`config.mk`:
```
export PLATFORM = sky130hd
export DESIGN_NAME = bp_monitor_frame_decoder
export DESIGN_NICKNAME = d
export VERILOG_FILES = /design/src/rtl/fdec_pkg.sv /design/src/rtl/bp_monitor_frame_decoder.sv /design/src/rtl/fdec_cfg.sv /design/src/rtl/fdec_core.sv
export SDC_FILE = /design/constraint.sdc
export NUM_CORES = 1
export LEC_CHECK = 0
export BUFFER_PORTS_ARGS = -buffer_cell sky130_fd_sc_hd__clkbuf_2
export CAP_MARGIN = 30
export CORE_MARGIN = 8
export CORE_UTILIZATION = 50
export CTS_CLUSTER_SIZE = 20
export DETAILED_ROUTE_END_ITERATION = 6
export GPL_TIMING_DRIVEN = 1
export PLACE_DENSITY = 0.68
export SLEW_MARGIN = 25
export SYNTH_ARGS = -nofsm -noshare
export SYNTH_HDL_FRONTEND = slang
export SYNTH_SLANG_ARGS = --single-unit
```
`constraint.sdc`:
```
create_clock -name clk -period 19.93 [get_ports clk]
set_input_delay 2.9895 -clock clk [delete_from_list [all_inputs] [get_ports clk]]
set_output_delay 2.9895 -clock clk [all_outputs]
set_load 0.01 [all_outputs]
```
`src/rtl/fdec_pkg.sv`:
```
package fdec_pkg;

    localparam int FRAME_BYTES = 20;

    localparam int POS_W = 5;
    localparam logic [POS_W-1:0] POS_MAX   = 5'd31;
    localparam logic [POS_W-1:0] POS_FRAME = POS_W'(FRAME_BYTES);

    localparam logic [POS_W-1:0] POS_HDR0 = 5'd1;
    localparam logic [POS_W-1:0] POS_HDR1 = 5'd2;
    localparam logic [POS_W-1:0] POS_HDR2 = 5'd3;
    localparam logic [POS_W-1:0] POS_HDR3 = 5'd4;
    localparam logic [POS_W-1:0] POS_B12  = 5'd12;
    localparam logic [POS_W-1:0] POS_B14  = 5'd14;
    localparam logic [POS_W-1:0] POS_B16  = 5'd16;
    localparam logic [POS_W-1:0] POS_B18  = 5'd18;

    // restart pattern seen on bytes 1..4
    localparam logic [7:0] CRIT_B1 = 8'd10;
    localparam logic [7:0] CRIT_B2 = 8'd11;
    localparam logic [7:0] CRIT_B3 = 8'd2;
    localparam logic [7:0] CRIT_B4 = 8'd3;

    localparam logic [15:0] TIMEOUT_RESET = 16'd1000;
    localparam logic [15:0] IDLE_MAX      = 16'hFFFF;

    localparam int CFG_AW = 3;

    typedef enum logic [1:0] {
        REQ_BYTE = 2'd0,
        REQ_TICK = 2'd1,
        REQ_ARM  = 2'd2
    } req_t;

    typedef enum logic [1:0] {
        ST_NONE     = 2'd0,
        ST_TIMEOUT  = 2'd1,
        ST_CRITICAL = 2'd2,
        ST_DONE     = 2'd3
    } status_t;

    typedef struct packed {
        logic [7:0]  pulse_rate;
        logic [10:0] diastolic;
        logic [10:0] systolic;
        status_t     status;
    } result_t;

    // three BCD digits to binary
    function automatic logic [10:0] bcd3(input logic [3:0] h, input logic [3:0] t,
                                         input logic [3:0] o);
        logic [10:0] hv;
        logic [10:0] tv;
        hv = {7'd0, h} * 11'd100;
        tv = {7'd0, t} * 11'd10;
        return hv + tv + {7'd0, o};
    endfunction

endpackage

```
`src/rtl/bp_monitor_frame_decoder.sv`:
```
// Blood-pressure monitor frame decoder. Each input beat carries a request kind
// in s_tuser (received byte, millisecond tick, arm) and a bus byte in s_tdata;
// every input beat yields exactly one output beat with a status in m_tuser and,
// on frame complete, systolic, diastolic and pulse rate in m_tdata. The block
// takes one beat per clock when the output side keeps up; each beat passes an
// input register and then the single-pass decode into the result register.
// timeout_ms is set through the APB port at address 0.
module bp_monitor_frame_decoder
    import fdec_pkg::*;
(
    input  logic              clk,
    input  logic              rst_n,
    input  logic              s_tvalid,
    output logic              s_tready,
    input  logic [7:0]        s_tdata,   // [7:0] rx_byte
    input  logic [1:0]        s_tuser,   // [1:0] req_type
    output logic              m_tvalid,
    input  logic              m_tready,
    output logic [31:0]       m_tdata,   // [10:0] systolic, [21:11] diastolic,
                                         // [29:22] pulse_rate, [31:30] zero
    output logic [1:0]        m_tuser,   // [1:0] status
    input  logic              psel,
    input  logic              penable,
    input  logic              pwrite,
    input  logic [CFG_AW-1:0] paddr,
    input  logic [31:0]       pwdata,
    output logic [31:0]       prdata,
    output logic              pready
);

    logic        in_valid_reg;
    logic        in_valid_next;
    logic [1:0]  in_req_reg;
    logic [7:0]  in_byte_reg;
    logic        res_valid_reg;
    logic        res_valid_next;
    result_t     res_reg;
    result_t     core_result;
    logic [15:0] timeout_ms;
    logic        out_free;
    logic        advance;

    fdec_cfg u_cfg (
        .clk        (clk),
        .rst_n      (rst_n),
        .psel       (psel),
        .penable    (penable),
        .pwrite     (pwrite),
        .paddr      (paddr),
        .pwdata     (pwdata),
        .prdata     (prdata),
        .pready     (pready),
        .timeout_ms (timeout_ms)
    );

    fdec_core u_core (
        .clk        (clk),
        .rst_n      (rst_n),
        .advance    (advance),
        .req_type   (in_req_reg),
        .rx_byte    (in_byte_reg),
        .timeout_ms (timeout_ms),
        .result     (core_result)
    );

    assign out_free = !res_valid_reg || m_tready;
    assign advance  = in_valid_reg && out_free;
    assign s_tready = !in_valid_reg || out_free;

    always_comb
    begin
        in_valid_next  = in_valid_reg;
        res_valid_next = res_valid_reg;
        if (s_tready)
        begin
            in_valid_next = s_tvalid;
        end
        if (out_free)
        begin
            res_valid_next = advance;
        end
    end

    always_ff @(posedge clk or negedge rst_n)
    begin
        if (!rst_n)
        begin
            in_valid_reg  <= 1'b0;
            res_valid_reg <= 1'b0;
        end
        else
        begin
            in_valid_reg  <= in_valid_next;
            res_valid_reg <= res_valid_next;
        end
    end

    // hold payloads while stalled
    always_ff @(posedge clk)
    begin
        if (s_tvalid && s_tready)
        begin
            in_req_reg  <= s_tuser;
            in_byte_reg <= s_tdata;
        end
        if (advance)
        begin
            res_reg <= core_result;
        end
    end

    assign m_tvalid = res_valid_reg;
    assign m_tuser  = res_reg.status;
    assign m_tdata  = {2'b00, res_reg.pulse_rate, res_reg.diastolic, res_reg.systolic};

endmodule

```
`src/rtl/fdec_cfg.sv`:
```
module fdec_cfg
    import fdec_pkg::*;
(
    input  logic              clk,
    input  logic              rst_n,
    input  logic              psel,
    input  logic              penable,
    input  logic              pwrite,
    input  logic [CFG_AW-1:0] paddr,
    input  logic [31:0]       pwdata,
    output logic [31:0]       prdata,
    output logic              pready,
    output logic [15:0]       timeout_ms
);

    logic [15:0] timeout_reg;
    logic [15:0] timeout_next;
    logic        sel_timeout;

    assign pready      = 1'b1;
    assign sel_timeout = (paddr[2] == 1'b0);

    always_comb
    begin
        timeout_next = timeout_reg;
        if (psel && penable && pwrite && sel_timeout)
        begin
            timeout_next = pwdata[15:0];
        end
    end

    always_ff @(posedge clk or negedge rst_n)
    begin
        if (!rst_n)
        begin
            timeout_reg <= TIMEOUT_RESET;
        end
        else
        begin
            timeout_reg <= timeout_next;
        end
    end

    assign prdata     = sel_timeout ? {16'd0, timeout_reg} : 32'd0;
    assign timeout_ms = timeout_reg;

endmodule

```
`src/rtl/fdec_core.sv`:
```
module fdec_core
    import fdec_pkg::*;
(
    input  logic        clk,
    input  logic        rst_n,
    input  logic        advance,
    input  logic [1:0]  req_type,
    input  logic [7:0]  rx_byte,
    input  logic [15:0] timeout_ms,
    output result_t     result
);

    logic             listen_reg;
    logic             listen_next;
    logic [POS_W-1:0] pos_reg;
    logic [POS_W-1:0] pos_next;
    logic [7:0]       hdr_reg [3];
    logic [7:0]       hdr_next [3];
    logic [7:0]       pay_reg [4];
    logic [7:0]       pay_next [4];
    logic [15:0]      idle_reg;
    logic [15:0]      idle_next;
    logic [POS_W-1:0] pos_base;
    logic [POS_W-1:0] pos_inc;
    logic             crit_hit;

    assign crit_hit = (hdr_reg[0] == CRIT_B1) && (hdr_reg[1] == CRIT_B2) &&
                      (hdr_reg[2] == CRIT_B3) && (rx_byte == CRIT_B4);

    always_comb
    begin
        listen_next = listen_reg;
        pos_next    = pos_reg;
        hdr_next    = hdr_reg;
        pay_next    = pay_reg;
        idle_next   = idle_reg;
        pos_base    = pos_reg;
        pos_inc     = pos_reg;
        result      = '0;
        result.status = ST_NONE;

        case (req_type)
            REQ_TICK:
            begin
                if (idle_reg != IDLE_MAX)
                begin
                    idle_next = idle_reg + 16'd1;
                end
            end
            REQ_ARM:
            begin
                if (!listen_reg)
                begin
                    listen_next = 1'b1;
                    pos_next    = '0;
                end
            end
            REQ_BYTE:
            begin
                if (listen_reg)
                begin
                    // a late byte ends listening and starts over as byte 1
                    if (idle_reg > timeout_ms)
                    begin
                        result.status = ST_TIMEOUT;
                        pos_base      = '0;
                        listen_next   = 1'b0;
                    end
                    idle_next = '0;
                    pos_inc   = (pos_base < POS_MAX) ? pos_base + 1'b1 : pos_base;
                    pos_next  = pos_inc;

                    case (pos_inc)
                        POS_HDR0: hdr_next[0] = rx_byte;
                        POS_HDR1: hdr_next[1] = rx_byte;
                        POS_HDR2: hdr_next[2] = rx_byte;
                        POS_HDR3:
                        begin
                            if (crit_hit)
                            begin
                                pos_next      = '0;
                                result.status = ST_CRITICAL;
                            end
                        end
                        POS_B12: pay_next[0] = rx_byte;
                        POS_B14: pay_next[1] = rx_byte;
                        POS_B16: pay_next[2] = rx_byte;
                        POS_B18: pay_next[3] = rx_byte;
                        default: ;
                    endcase

                    if (pos_next == POS_FRAME)
                    begin
                        result.status     = ST_DONE;
                        result.systolic   = bcd3(pay_next[0][7:4], pay_next[1][7:4],
                                                 pay_next[1][3:0]);
                        result.diastolic  = bcd3(pay_next[0][3:0], pay_next[2][7:4],
                                                 pay_next[2][3:0]);
                        result.pulse_rate = pay_next[3];
                        listen_next       = 1'b0;
                    end
                end
            end
            default: ;
        endcase
    end

    always_ff @(posedge clk or negedge rst_n)
    begin
        if (!rst_n)
        begin
            listen_reg <= 1'b0;
            pos_reg    <= '0;
            hdr_reg    <= '{default: '0};
            pay_reg    <= '{default: '0};
            idle_reg   <= '0;
        end
        else if (advance)
        begin
            listen_reg <= listen_next;
            pos_reg    <= pos_next;
            hdr_reg    <= hdr_next;
            pay_reg    <= pay_next;
            idle_reg   <= idle_next;
        end
    end

`ifndef SYNTHESIS
    a_pos_in_frame: assert property (@(posedge clk) disable iff (!rst_n)
        pos_reg <= POS_FRAME)
        else $error("byte position beyond frame length");

    a_done_stops: assert property (@(posedge clk) disable iff (!rst_n)
        advance && (result.status == ST_DONE) |=> !listen_reg)
        else $error("listening continues after frame complete");

    a_timeout_pos: assert property (@(posedge clk) disable iff (!rst_n)
        advance && (result.status == ST_TIMEOUT) |=> (pos_reg == POS_HDR0) && !listen_reg)
        else $error("timeout did not restart at byte one");

    a_fields_zero: assert property (@(posedge clk) disable iff (!rst_n)
        (result.status != ST_DONE) |-> (result.systolic == '0) &&
        (result.diastolic == '0) && (result.pulse_rate == '0))
        else $error("measurement fields set without frame complete");
`endif

endmodule

```
# == Word level (Yosys, flattened, before mapping) ==
# Cells that the tools add are included.
# op_classes
bitwise_logic,1
n_mul,4
n_lt_le_gt_ge,2
shift,0
n_div,0
addsub,6
n_eq_ne,19
mux,33
n_reduce_logical,24
# ops
cell,n
$mux 8,10
$mux 5,10
$mux 16,3
$pmux 16 s2,1
$add 11x4->11,2
$add 11x8->11,2
$reduce_and 4->1,5
$mul 4x5->9 const B,2
$add 16x1->16 const B,1
$eq 8x2->1 const B,2
$eq 8x4->1 const B,2
$gt 16x16->1,1
$ne 16x16->1 const B,1
$eq 5x5->1 const B,3
$mul 4x3->7 const B,2
$eq 5x2->1 const B,2
$eq 5x4->1 const B,2
$pmux 5 s2,1
$logic_and 1x1->1,8
$mux 2,3
$reduce_and 3->1,2
$add 5x1->5 const B,1
$eq 5x1->1 const B,1
$eq 5x3->1 const B,1
other kinds (13),21
# totals
ramBits,0
output_inout_bits,69
latchBits,0
mem_count,0
word_cells,108
inputBits,52
regBits,138
mem_bits_ro,0

# == Longest topological paths before layout ==
# Gate-level depths: netlist of the first run.
# depth
depth_word,14
depth_mapped,27

# == Modules after synthesis ==
# Synthesis of the first run repeated with hierarchy kept, for this count alone.
# hier_totals
hier_cells,733
area_unflattened_um2,8326.7
# modules_own_cells
module,area_each_um2,seq_area_each_um2,instances,cells_per_inst
fdec_core,6035.8,1951.9,1,610
bp_monitor_frame_decoder,1383.8,1311.3,1,53
fdec_cfg,907.1,407.9,1,70

# == Worst setup path after synthesis of the first run ==
# No wires, ideal clock.
# synth_timing
kind,input port to output port
from,in paddr[2]
to,out prdata[10]
t_required_ps,16940
path_stages,3
t_arrival_ps,3598
slack_ps,13343
cell_sequence,clkbuf_1 -> clkbuf_1 -> nor2_1
# synth_between
elab_chain_cells,1
# synth_lines
element,line,text
"start, declared",bp_monitor_frame_decoder.sv:25,"input logic [CFG_AW-1:0] paddr,"
$mux 16,fdec_cfg.sv:44,"assign prdata = sel_timeout ? {16'd0, timeout_reg} : 32'd0;"
"end, declared",bp_monitor_frame_decoder.sv:27,"output logic [31:0] prdata,"
# No other way between the ends.

# == Worst setup path after layout of the first run ==
# layout_timing
from,reg u_cfg.timeout_reg[9] (netlist: u_cfg.timeout_ms[9])
to,"reg res_reg (netlist bit m_tdata[21]), data pin"
# layout_between
elab_chain_cells,13
word_cells_on_any_way,26
# layout_lines
element,line,text
"start, declared",fdec_cfg.sv:16,logic [15:0] timeout_reg;
"start signal, assigned",fdec_cfg.sv:40,timeout_reg <= timeout_next;
$gt 16x16->1 (*),fdec_core.sv:63,if (idle_reg > timeout_ms)
$mux 5 (*),fdec_core.sv:63,
$mux 5 (*),fdec_core.sv:60,if (listen_reg)
$mux 5 (*),fdec_core.sv:42,case (req_type)
$add 5x1->5 or $lt 5x5->1 (tied branches),fdec_core.sv:70,pos_inc = (pos_base < POS_MAX) ? pos_base + 1'b1 : pos_base;
$mux 5 (*),fdec_core.sv:70,
$eq 5x4->1 or $eq 5x5->1 (tied branches),fdec_core.sv:73,case (pos_inc)
$mux 8,fdec_core.sv:73,
$mux 8,fdec_core.sv:60,
$mux 8,fdec_core.sv:42,
$mul 4x5->9 or $mul 4x3->7 (tied branches),"fdec_pkg.sv:54, fdec_pkg.sv:55",
$add 11x8->11,fdec_pkg.sv:56,"return hv + tv + {7'd0, o};"
$add 11x4->11,fdec_pkg.sv:56,
"end signal, assigned",bp_monitor_frame_decoder.sv:108,res_reg <= core_result;
"end, declared",bp_monitor_frame_decoder.sv:37,result_t res_reg;
# Mark *: on every way between the ends. The rest lies on a longest branch, timed or not. The select of a mux whose other input is x is not followed.
# A chain may end at the register's enable or synchronous reset.

==> impl_summary.txt, run 1 <==
----------------------------------------------------
[Status]
  Outcome ... complete, no violations

[Drt]
  Post-DR vias/cell ... 5.33
  Routed length per instance ... 16.2 um
  Total number of vias ... 5547
  Number of remaining DRC errors ... 0
  Total length of routed wires ... 16800 um
  First-pass DRT Iterations ... 5
  DRT iter0 DRCs ... 395
  Number of nets with antenna violations after routing ... 0

[Logic synthesis]
  Sequential-to-total area share from yosys stat ... 0.445
  Flip-flop and latch count after synthesis ... 138
  Most used flip-flop cell after synthesis ... dfrtp_1
  Total number of yosys warnings ... 0
  Number of enable flip-flop cells after synthesis ... 42
  Cell count after synthesis ... 733
  Share of the synthesized area in the top cell type ... 0.273
  Synth Cell Area ... 8250 um2
  Average instance area after synthesis ... 11.3 um2
  Post-synthesis cell type with the largest combined area ... dfrtp_1
  Asr flop ratio synth ... 0.696
  Dominant cells by area after synthesis ... dfrtp_1 27%, edfxtp_1 15%, mux2_2 11%, ha_1 10%, nor2_1 3.6%
  Library cells used by synthesis ... 57

[Global route]
  Antenna violations before repair ... 0
  Wire length of the first global-routing pass ... 28400 um
  Via count of the first global-routing pass ... 5876
  Total congestion overflow ... 0
  GRT met2 Usage ... 0.302
  Largest net degree at the start of global routing ... 81
  Met1 Usage GRT ... 0.205
  Global-route met3 utilization ... 0.0386
  Layer with the highest usage ... met2
  Global-route usage over all layers ... 0.173

[STA]
  Final Hold Viols ... 0
  Number of setup violations in the final report ... 0
  Setup repair after global routing missed its margin ... false
  Post-route clock skew ... 0.00515 ns
  Slew at the pin closest to its max-slew limit ... 0.865 ns
  Final Cycle Share ... 0.388
  Max-Slew Margin vs Limit ... 0.420
  Final-layout setup total negative slack ... 0 ns
  Worst hold slack ... 0.504 ns
  Count of pins over their slew limit ... 0
  Fmax ... 129 MHz
  Post-layout minimum cycle time ... 7.73 ns

[Placement]
  Cells after DPL ... 1009
  Port Buffer Count ... 83
  RePlAce Congestion ... 0.890
  HPWL after DPL ... 12400 um
  Post-placement cell area ... 8750 um2

[Clock network]
  Post-cts resize count ... 0
  Root buffer cell ... clkbuf_16
  Number of buffers added by the clock tree synthesis step ... 17
  Number of levels in the clock H-tree ... 4
  Worst-skew pair later-pin latency ... 0.42 ns
  TritonCTS clock tree ... yes
  Longest Clk Path Bufs ... 2
  Hold Buf Count CTS ... 0
  Post-CTS clock slew at the launch and capture registers of the worst setup and hold paths ... 0.06 ns
  Total clock sinks ... 138
  Setup Fix Bufs, Post-CTS ... 0

[Die]
  Die extent in y ... 144 um
  Total I/O pin count ... 121
  Chip width ... 144 um
  # rows ... 47
  Total core area ... 16300 um2
  Die area ... 20900 um2
  Effective utilization at floorplan ... 0.505

[Layout]
  Largest register FFs ... 32
  Commonest cells after routing, fill and taps aside ... 90 x dfrtp_1, 84 x mux2_2, 82 x clkbuf_2
  Layout Cell Area excl Fill ... 9330 um2
  Post-layout nets ... 938
  Commonest non-fill, non-tap cell in the layout ... dfrtp_1
  Post-route insts no fill ... 1041
  Share of final-layout standard cells stronger than drive strength 1 ... 0.270
  Layout area overhead ... 13.0%
  Post-layout utilization of the core ... 0.570
  Antenna diode count ... 0

[Power and ir drop]
  Leakage power figure ... 4.46 nW
  Peak supply drop ... 0.0000658 V
  Power per unit of standard cell area ... 86.4 nW/um2

[Worst setup path]
  Kind of end point of the critical path ... flip-flop
  Crit path launch type ... flip-flop
  Critical Path RT ... 20.09 ns
  Class of the most critical setup path ... flip-flop to flip-flop
  Cell type of the slowest stage on the worst timing path ... nor3_2
  Reg-to-reg setup timing slack ... 12.20 ns
  Number of buffer and inverter instances along the worst setup path ... 2
  CP Data Arrival Time ... 7.90 ns
  Peak fanout along the critical path ... 13
  Most common cell on crit path ... ha_1
  Largest stage delay, worst path ... 0.67 ns
  Cell type group with the largest total delay on the critical path ... adder cells

[Min path]
  Hold WC Path Type ... flip-flop to flip-flop

[Job]
  MaxCap Viol Count ... 0

----------------------------------------------------
==> final cells by class <==
| cell class | instances | area [um2] |
|---|---|---|
| Fill cell | 1414 | 7020 |
| Clock buffer | 22 | 475 |
| Tap cell | 220 | 275 |
| Inverter | 48 | 180 |
| Multi-Input combinational cell | 517 | 4190 |
| Sequential cell | 138 | 3670 |
| Clock inverter | 10 | 91.3 |
| Timing Repair Buffer | 86 | 444 |
==> power by group <==
part           switching [W]  leakage (nW)  internal, W
registers          0.0000323          1.67     0.000336
logic              0.0000762          2.51    0.0000611
clock network       0.000118         0.279     0.000182
==> metal layers <==
| metal | up-vias | share of wire |
|---|---|---|
| met1 | 2730 | 0.43 |
| met2 | 122 | 0.52 |
| met3 | 19 | 0.039 |
| met5 | - | 0 |
| li1 | 2676 | - |
| met4 | 0 | 0.017 |
==> cells in the mapped netlist, types with 6 or more instances <==
library cell / instances
dfrtp_1: 90
mux2_2: 84
nor2_1: 79
ha_1: 68
inv_1: 48
edfxtp_1: 42
nand2_1: 35
a21oi_1: 28
clkbuf_1: 20
mux2i_1: 20
buf_4: 19
o21ai_0: 19
xnor2_1: 18
nand4_1: 12
xor2_1: 11
fa_1: 10
nand3_1: 9
nor2b_1: 9
nor3_1: 9
a21o_1: 8
nand2b_1: 8
or3_1: 8
dfstp_2: 6
==> metrics by stage <==
step                      total power (W)  worst slack [ns]
after CTS                        0.000812             12.20
after detailed placement         0.000511             12.24
after global routing             0.000848             11.79
after floorplan                  0.000467             13.34
after global placement           0.000497             12.49
final                            0.000806             12.20
==> path summary, 6_finish.rpt <==
kind | start | to | depth (start not counted)
worst min-delay path | u_core.pay_reg[17]$_DFFE_PN0P_ | u_core.pay_reg[17]$_DFFE_PN0P_ | 1
worst max register to register | u_cfg.timeout_ms[9]$_DFFE_PN1P_ | m_tdata[21]$_SDFFCE_PN0P_ | 26
worst max-delay path | u_cfg.timeout_ms[9]$_DFFE_PN1P_ | m_tdata[21]$_SDFFCE_PN0P_ | 26
min in group asynchronous | rst_n | u_cfg.timeout_ms[1]$_DFFE_PN0P_ | 1
worst min register to register | u_core.pay_reg[17]$_DFFE_PN0P_ | u_core.pay_reg[17]$_DFFE_PN0P_ | 1
max in group asynchronous | rst_n | u_core.pay_reg[9]$_DFFE_PN0P_ | 2
==> kinds of logic after synthesis <==
logic type	count (synthesis)	share of synthesized area
AND/OR/NAND/NOR	208	0.138
XOR/XNOR	29	0.0308
AO/OA/AOI/OAI	78	0.0607
buffers and inverters	95	0.0569
adder cells (fa/ha/maj)	78	0.127
multiplexers	105	0.141
flip-flops	138	0.445
other	2	0.000910
==> worst register-to-register path, stage by stage, from the launching register on <==
cell and delay, ns:
dfstp_2 0.52, inv_1 0.05, ha_1 0.30, nand4_1 0.16, or4_4 0.58, a21o_1 0.21, a31oi_4 0.48, nor2b_1 0.17
ha_1 0.38, and2_1 0.27, nand2_1 0.09, mux2_2 0.26, nand4_1 0.23, nor3_2 0.67, mux2i_1 0.42, inv_1 0.09
ha_1 0.29, ha_1 0.23, fa_1 0.45, ha_1 0.31, ha_1 0.33, o21ai_0 0.12, a21boi_0 0.37, o211ai_1 0.15
a21oi_1 0.17, xnor2_1 0.13, nor2_1 0.05
Power figures use the tool's default switching activity.
==> run 2, diff against run 1 <==
==> constraint.sdc (replaced) <==
create_clock -name clk -period 7.75 [get_ports clk]
set_input_delay 1.1625 -clock clk [delete_from_list [all_inputs] [get_ports clk]]
set_output_delay 1.1625 -clock clk [all_outputs]
set_load 0.01 [all_outputs]
==> run 2 against run 1 <==
Effect of this change: clock power rose to 2.7 times the previous value; via count up 0.29%; clock skew up 0.0027 ns; count of clock-buffer cells in the layout down 1; routed wire length up 0.82%; highest routed layer unchanged; largest power group unchanged; combinational power rose to 2.6 times the previous value; register-to-register slack worse by 12 ns; critical endpoint unchanged; global-route usage about the same; design area up 0.48%; maximum frequency up 6.4%.
==> impl_summary.txt, run 2 (synthesized netlist as in run 1, its figures left out) <==
----------------------------------------------------
[Drt]
  First-pass DRT Iterations ... 4
  DRT iter0 DRCs ... 421
  Total number of vias ... 5563
  Number of remaining DRC errors ... 0
  Routed length per instance ... 16.2 um
  Total length of routed wires ... 17000 um
  Post-DR vias/cell ... 5.32
  Number of nets with antenna violations after routing ... 0

[STA]
  Max-Slew Margin vs Limit ... 0.437
  Final-layout setup total negative slack ... 0 ns
  Final Hold Viols ... 0
  Setup repair after global routing missed its margin ... false
  Slew at the pin closest to its max-slew limit ... 0.844 ns
  Fmax ... 138 MHz
  Final Cycle Share ... 0.938
  Number of setup violations in the final report ... 0
  Count of pins over their slew limit ... 0
  Post-route clock skew ... 0.00787 ns
  Post-layout minimum cycle time ... 7.27 ns

[Clock network]
  Total clock sinks ... 138
  Root buffer cell ... clkbuf_16
  Post-cts resize count ... 0
  Longest Clk Path Bufs ... 2
  Number of levels in the clock H-tree ... 4
  Number of buffers added by the clock tree synthesis step ... 17
  Setup Fix Bufs, Post-CTS ... 0
  Hold Buf Count CTS ... 0
  Worst-skew pair later-pin latency ... 0.42 ns
  Post-CTS clock slew at the launch and capture registers of the worst setup and hold paths ... 0.06 ns
  TritonCTS clock tree ... yes

[Placement]
  RePlAce Congestion ... 0.864
  Port Buffer Count ... 83
  Cells after DPL ... 1012
  HPWL after DPL ... 12400 um

[Global route]
  Antenna violations before repair ... 0
  Largest net degree at the start of global routing ... 63
  Total congestion overflow ... 0
  Via count of the first global-routing pass ... 5830
  Wire length of the first global-routing pass ... 28300 um
  Global-route usage over all layers ... 0.173

[Worst setup path]
  Kind of end point of the critical path ... flip-flop
  Critical Path RT ... 7.91 ns
  Critical register-to-register path startpoint ... u_cfg.timeout_ms[9]$_DFFE_PN1P_
  CP Data Arrival Time ... 7.43 ns
  Worst reg2reg endpoint ... m_tdata[21]$_SDFFCE_PN0P_
  Class of the most critical setup path ... flip-flop to flip-flop
  Peak fanout along the critical path ... 12
  Reg-to-reg setup timing slack ... 0.48 ns
  Crit path launch type ... flip-flop
  Logic depth of the worst register-to-register path ... 27

[Power and ir drop]
  Leakage power figure ... 4.49 nW
  Power per unit of standard cell area ... 224 nW/um2
  Peak supply drop ... 0.000150 V

[Die]
  Die extent in y ... 144 um
  # rows ... 47
  Total I/O pin count ... 121
  Die area ... 20900 um2
  Chip width ... 144 um
  Effective utilization at floorplan ... 0.505
  Total core area ... 16300 um2

[Layout]
  Antenna diode count ... 0
  Layout fillers ... 1395
  Layout area overhead ... 13.6%
  Post-layout utilization of the core ... 0.573
  Post-route insts no fill ... 1045
  Largest register FFs ... 32
  Commonest non-fill, non-tap cell in the layout ... dfrtp_1
  Commonest cells after routing, fill and taps aside ... 90 x dfrtp_1, 84 x mux2_2, 82 x clkbuf_2
  Share of final-layout standard cells stronger than drive strength 1 ... 0.276
  Post-layout nets ... 942

[Status]
  Outcome ... complete, no violations

[Min path]
  Number of stages on the worst hold path ... 1
  Hold_sp ... u_core.pay_reg[21]$_DFFE_PN0P_
  Worst-case hold path end point ... u_core.pay_reg[21]$_DFFE_PN0P_
  Hold WC Path Type ... flip-flop to flip-flop

[Job]
  MaxCap Viol Count ... 0

----------------------------------------------------
-- run 2: worst max path at each step --
| stage | cells past startpoint | slack (ns) | from | end |
|---|---|---|---|---|
| floorplan | 26 | 1.21 | u_cfg.timeout_ms[9]$_DFFE_PN1P_ | m_tdata[21]$_SDFFCE_PN0P_ |
| global placement | 27 | 0.82 | u_cfg.timeout_ms[9]$_DFFE_PN1P_ | m_tdata[21]$_SDFFCE_PN0P_ |
| detailed placement | 27 | 0.56 | u_cfg.timeout_ms[9]$_DFFE_PN1P_ | m_tdata[21]$_SDFFCE_PN0P_ |
| CTS | 27 | 0.51 | u_cfg.timeout_ms[9]$_DFFE_PN1P_ | m_tdata[21]$_SDFFCE_PN0P_ |
| global route | 27 | 0.02 | u_cfg.timeout_ms[9]$_DFFE_PN1P_ | m_tdata[21]$_SDFFCE_PN0P_ |
| finish | 27 | 0.48 | u_cfg.timeout_ms[9]$_DFFE_PN1P_ | m_tdata[21]$_SDFFCE_PN0P_ |
-- run 2: final cells by class --
class	instances	area [um2]	share of cell area
Clock buffer	21	462	0.0493
Multi-Input combinational cell	517	4190	0.447
Sequential cell	138	3670	0.392
Timing Repair Buffer	90	474	0.0506
Tap cell	220	275	0.0294
Inverter	48	180	0.0192
Clock inverter	11	120	0.0128
-- run 2: worst max-delay path, cell delays in order, from the launching register on --
cell	delay, ns
dfstp_2	0.53
inv_1	0.06
ha_1	0.29
nand4_1	0.19
or4_4	0.59
a21o_1	0.21
a31oi_4	0.20
nor2b_1	0.10
ha_1	0.34
and2_1	0.27
a21oi_1	0.20
nor2_1	0.06
a21oi_1	0.66
nor3_2	0.11
buf_4	0.21
mux2i_1	0.29
inv_1	0.08
ha_1	0.28
ha_1	0.23
fa_1	0.44
ha_1	0.31
ha_1	0.33
o21ai_0	0.12
a21boi_0	0.37
o211ai_1	0.15
a21oi_1	0.18
xnor2_1	0.13
nor2_1	0.05
-- run 2: per-stage QoR --
stage          total power (W)  hold WS [ns]  instance area, um2  setup slack [ns]
3_5_place_dp           0.00131         0.490                8780             0.560
5_1_grt                0.00220         0.521                9370            0.0205
3_3_place_gp           0.00128         0.481                8770             0.823
6_report               0.00210         0.504                9370             0.484
4_1_cts                0.00212         0.505                9360             0.512
2_1_floorplan          0.00120         0.472                8310              1.21
-- run 2: power by group --
group	internal, W	total [W]	switching [W]
Combinational	0.000156	0.000351	0.000195
Clock	0.000492	0.000802	0.000311
Sequential	0.000863	0.000944	0.0000815
Total	0.00151	0.00210	0.000587
-- run 2: metal layers --
metal | wire, um | up-vias | global-route usage
li1 | - | 2692 | -
met1 | 7370 | 2732 | 0.208
met2 | 8670 | 114 | 0.300
met3 | 615 | 25 | 0.0277
met4 | 323 | 0 | 0.0728
met5 | 0 | - | 0
==> run 3, diff against run 2 <==
--- a/config.mk
+++ b/config.mk
@@ -13,6 +13,7 @@
 export DETAILED_ROUTE_END_ITERATION = 6
 export GPL_TIMING_DRIVEN = 1
 export PLACE_DENSITY = 0.68
+export REMOVE_ABC_BUFFERS = 1
 export SLEW_MARGIN = 25
 export SYNTH_ARGS = -nofsm -noshare
 export SYNTH_HDL_FRONTEND = slang
==> run 3 against run 2 <==
Effect of this change: clock power fell by 1%; design area fell by 0.21%; largest power group unchanged; clock skew rose by 0.0023 ns; first-iteration DRC count fell by 34%; maximum frequency fell by 1.0%; die area did not move; total power fell by 0.53%.
==> impl_summary.txt, run 3 (synthesized netlist as in run 1, its figures left out) <==
----------------------------------------------------
[Global route]
  Via count of the first global-routing pass ... 5703
  Largest net degree at the start of global routing ... 60
  Global-route usage over all layers ... 0.170
  Antenna violations before repair ... 0
  Total congestion overflow ... 0
  Wire length of the first global-routing pass ... 27900 um

[Power and ir drop]
  Proportion of power drawn by flip-flops and latches ... 0.453
  Share of total power consumed by net switching ... 0.285
  Leakage power figure ... 4.46 nW
  Power spent charging and discharging nets ... 0.000594 W
  Clock Power Share ... 0.379
  Peak supply drop ... 0.000168 V
  Share of total power in combinational logic ... 0.169
  Internal power summed over all cells ... 0.00149 W
  Power per unit of standard cell area ... 223 nW/um2

[Clock network]
  Setup Fix Bufs, Post-CTS ... 0
  Root buffer cell ... clkbuf_16
  Longest Clk Path Bufs ... 2
  Worst-skew pair later-pin latency ... 0.42 ns
  Number of levels in the clock H-tree ... 4
  Number of buffers added by the clock tree synthesis step ... 17
  Post-cts resize count ... 0
  Post-CTS clock slew at the launch and capture registers of the worst setup and hold paths ... 0.06 ns
  TritonCTS clock tree ... yes
  Total clock sinks ... 138
  Hold Buf Count CTS ... 0

[STA]
  Post-route clock skew ... 0.0102 ns
  Worst hold slack ... 0.504 ns
  Final Cycle Share ... 0.947
  Slew at the pin closest to its max-slew limit ... 0.833 ns
  Final Hold Viols ... 0
  Final-layout setup total negative slack ... 0 ns
  Post-layout minimum cycle time ... 7.34 ns
  Count of pins over their slew limit ... 0
  Max-Slew Margin vs Limit ... 0.441
  Final worst-path setup slack ... 0.408 ns
  Number of setup violations in the final report ... 0
  Fmax ... 136 MHz
  Setup repair after global routing missed its margin ... false

[Die]
  Die extent in y ... 144 um
  # rows ... 47
  Chip width ... 144 um
  Total I/O pin count ... 121
  Total core area ... 16300 um2
  Die area ... 20900 um2
  Effective utilization at floorplan ... 0.505

[Layout]
  Share of final-layout standard cells stronger than drive strength 1 ... 0.278
  Layout area overhead ... 13.3%
  Antenna diode count ... 0
  Post-layout nets ... 940
  Commonest cells after routing, fill and taps aside ... 90 x dfrtp_1, 84 x mux2_2, 82 x clkbuf_2
  Largest register FFs ... 32
  Commonest non-fill, non-tap cell in the layout ... dfrtp_1
  Layout Cell Area excl Fill ... 9350 um2
  Post-layout utilization of the core ... 0.572

[Drt]
  First-pass DRT Iterations ... 4
  Total number of vias ... 5526
  Total length of routed wires ... 16500 um
  Number of remaining DRC errors ... 0
  Post-DR vias/cell ... 5.30
  Routed length per instance ... 15.8 um
  Number of nets with antenna violations after routing ... 0
  DRT iter0 DRCs ... 278

[Placement]
  HPWL after DPL ... 12400 um
  Place WS ... 0.286 ns
  Post-placement cell area ... 8770 um2
  RePlAce Congestion ... 0.878
  Port Buffer Count ... 83

[Status]
  Outcome ... complete, no violations

[Worst setup path]
  Crit path launch type ... flip-flop
  Critical Path RT ... 7.91 ns
  Reg-to-reg setup timing slack ... 0.41 ns
  Peak fanout along the critical path ... 13
  CP Data Arrival Time ... 7.50 ns
  Kind of end point of the critical path ... flip-flop
  Class of the most critical setup path ... flip-flop to flip-flop

[Job]
  MaxCap Viol Count ... 0

[Min path]
  Hold WC Path Type ... flip-flop to flip-flop

----------------------------------------------------
[run 3: stage by stage]
step,instances,power (W)
after CTS,1043,0.00211
after detailed placement,1011,0.00131
after floorplan,703,0.00119
after global routing,1043,0.00220
after global placement,1011,0.00128
final,1043,0.00209
[run 3: power by group through the flow]
stage	sequential (W)	clock [W]	combinational [W]
3_3_place_gp	0.000948	0	0.000334
4_1_cts	0.000944	0.000807	0.000357
6_report	0.000945	0.000790	0.000352
2_1_floorplan	0.000936	0	0.000250
5_1_grt	0.000962	0.000835	0.000403
3_5_place_dp	0.000957	0	0.000355
[run 3: final timing paths]
kind | from | to | depth (start not counted)
worst max register to register | u_cfg.timeout_ms[9]$_DFFE_PN1P_ | m_tdata[21]$_SDFFCE_PN0P_ | 26
worst min register to register | u_core.pay_reg[8]$_DFFE_PN0P_ | u_core.pay_reg[8]$_DFFE_PN0P_ | 1
worst max-delay path | u_cfg.timeout_ms[9]$_DFFE_PN1P_ | m_tdata[21]$_SDFFCE_PN0P_ | 26
min in group asynchronous | rst_n | u_cfg.timeout_ms[10]$_DFFE_PN0P_ | 1
max in group asynchronous | rst_n | u_core.hdr_reg[12]$_DFFE_PN0P_ | 2
worst min-delay path | u_core.pay_reg[8]$_DFFE_PN0P_ | u_core.pay_reg[8]$_DFFE_PN0P_ | 1
[run 3: critical path: stages (launching register included)]
cell	delay (ns)
dfstp_2	0.52
inv_1	0.06
ha_1	0.30
nand4_1	0.14
or4_4	0.57
a21o_1	0.22
a31oi_4	0.48
nor2b_1	0.17
ha_1	0.39
and2_1	0.28
nand2_1	0.09
mux2_2	0.26
nand4_1	0.22
nor3_2	0.17
buf_4	0.20
mux2_2	0.39
ha_1	0.31
ha_1	0.23
fa_1	0.44
ha_1	0.31
ha_1	0.33
o21ai_0	0.12
a21boi_0	0.37
o211ai_1	0.13
a21oi_1	0.17
xnor2_1	0.15
nor2_1	0.05
[run 3: metal layers]
metal / part of all wire / vias up / GRT usage
met5: 0 / - / 0
met4: 0.025 / 0 / 0.0745
met3: 0.053 / 29 / 0.0337
met2: 0.46 / 152 / 0.270
met1: 0.46 / 2654 / 0.222
li1: - / 2691 / -
[run 3: cell type report]
cell class,instances,area (um2)
clock buffers,17,425
clock inverters,15,151
fillers,1420,7000
inverters,48,180
multi-input cells,517,4190
flip-flops and latches,138,3670
well taps,220,275
repair buffers,88,455
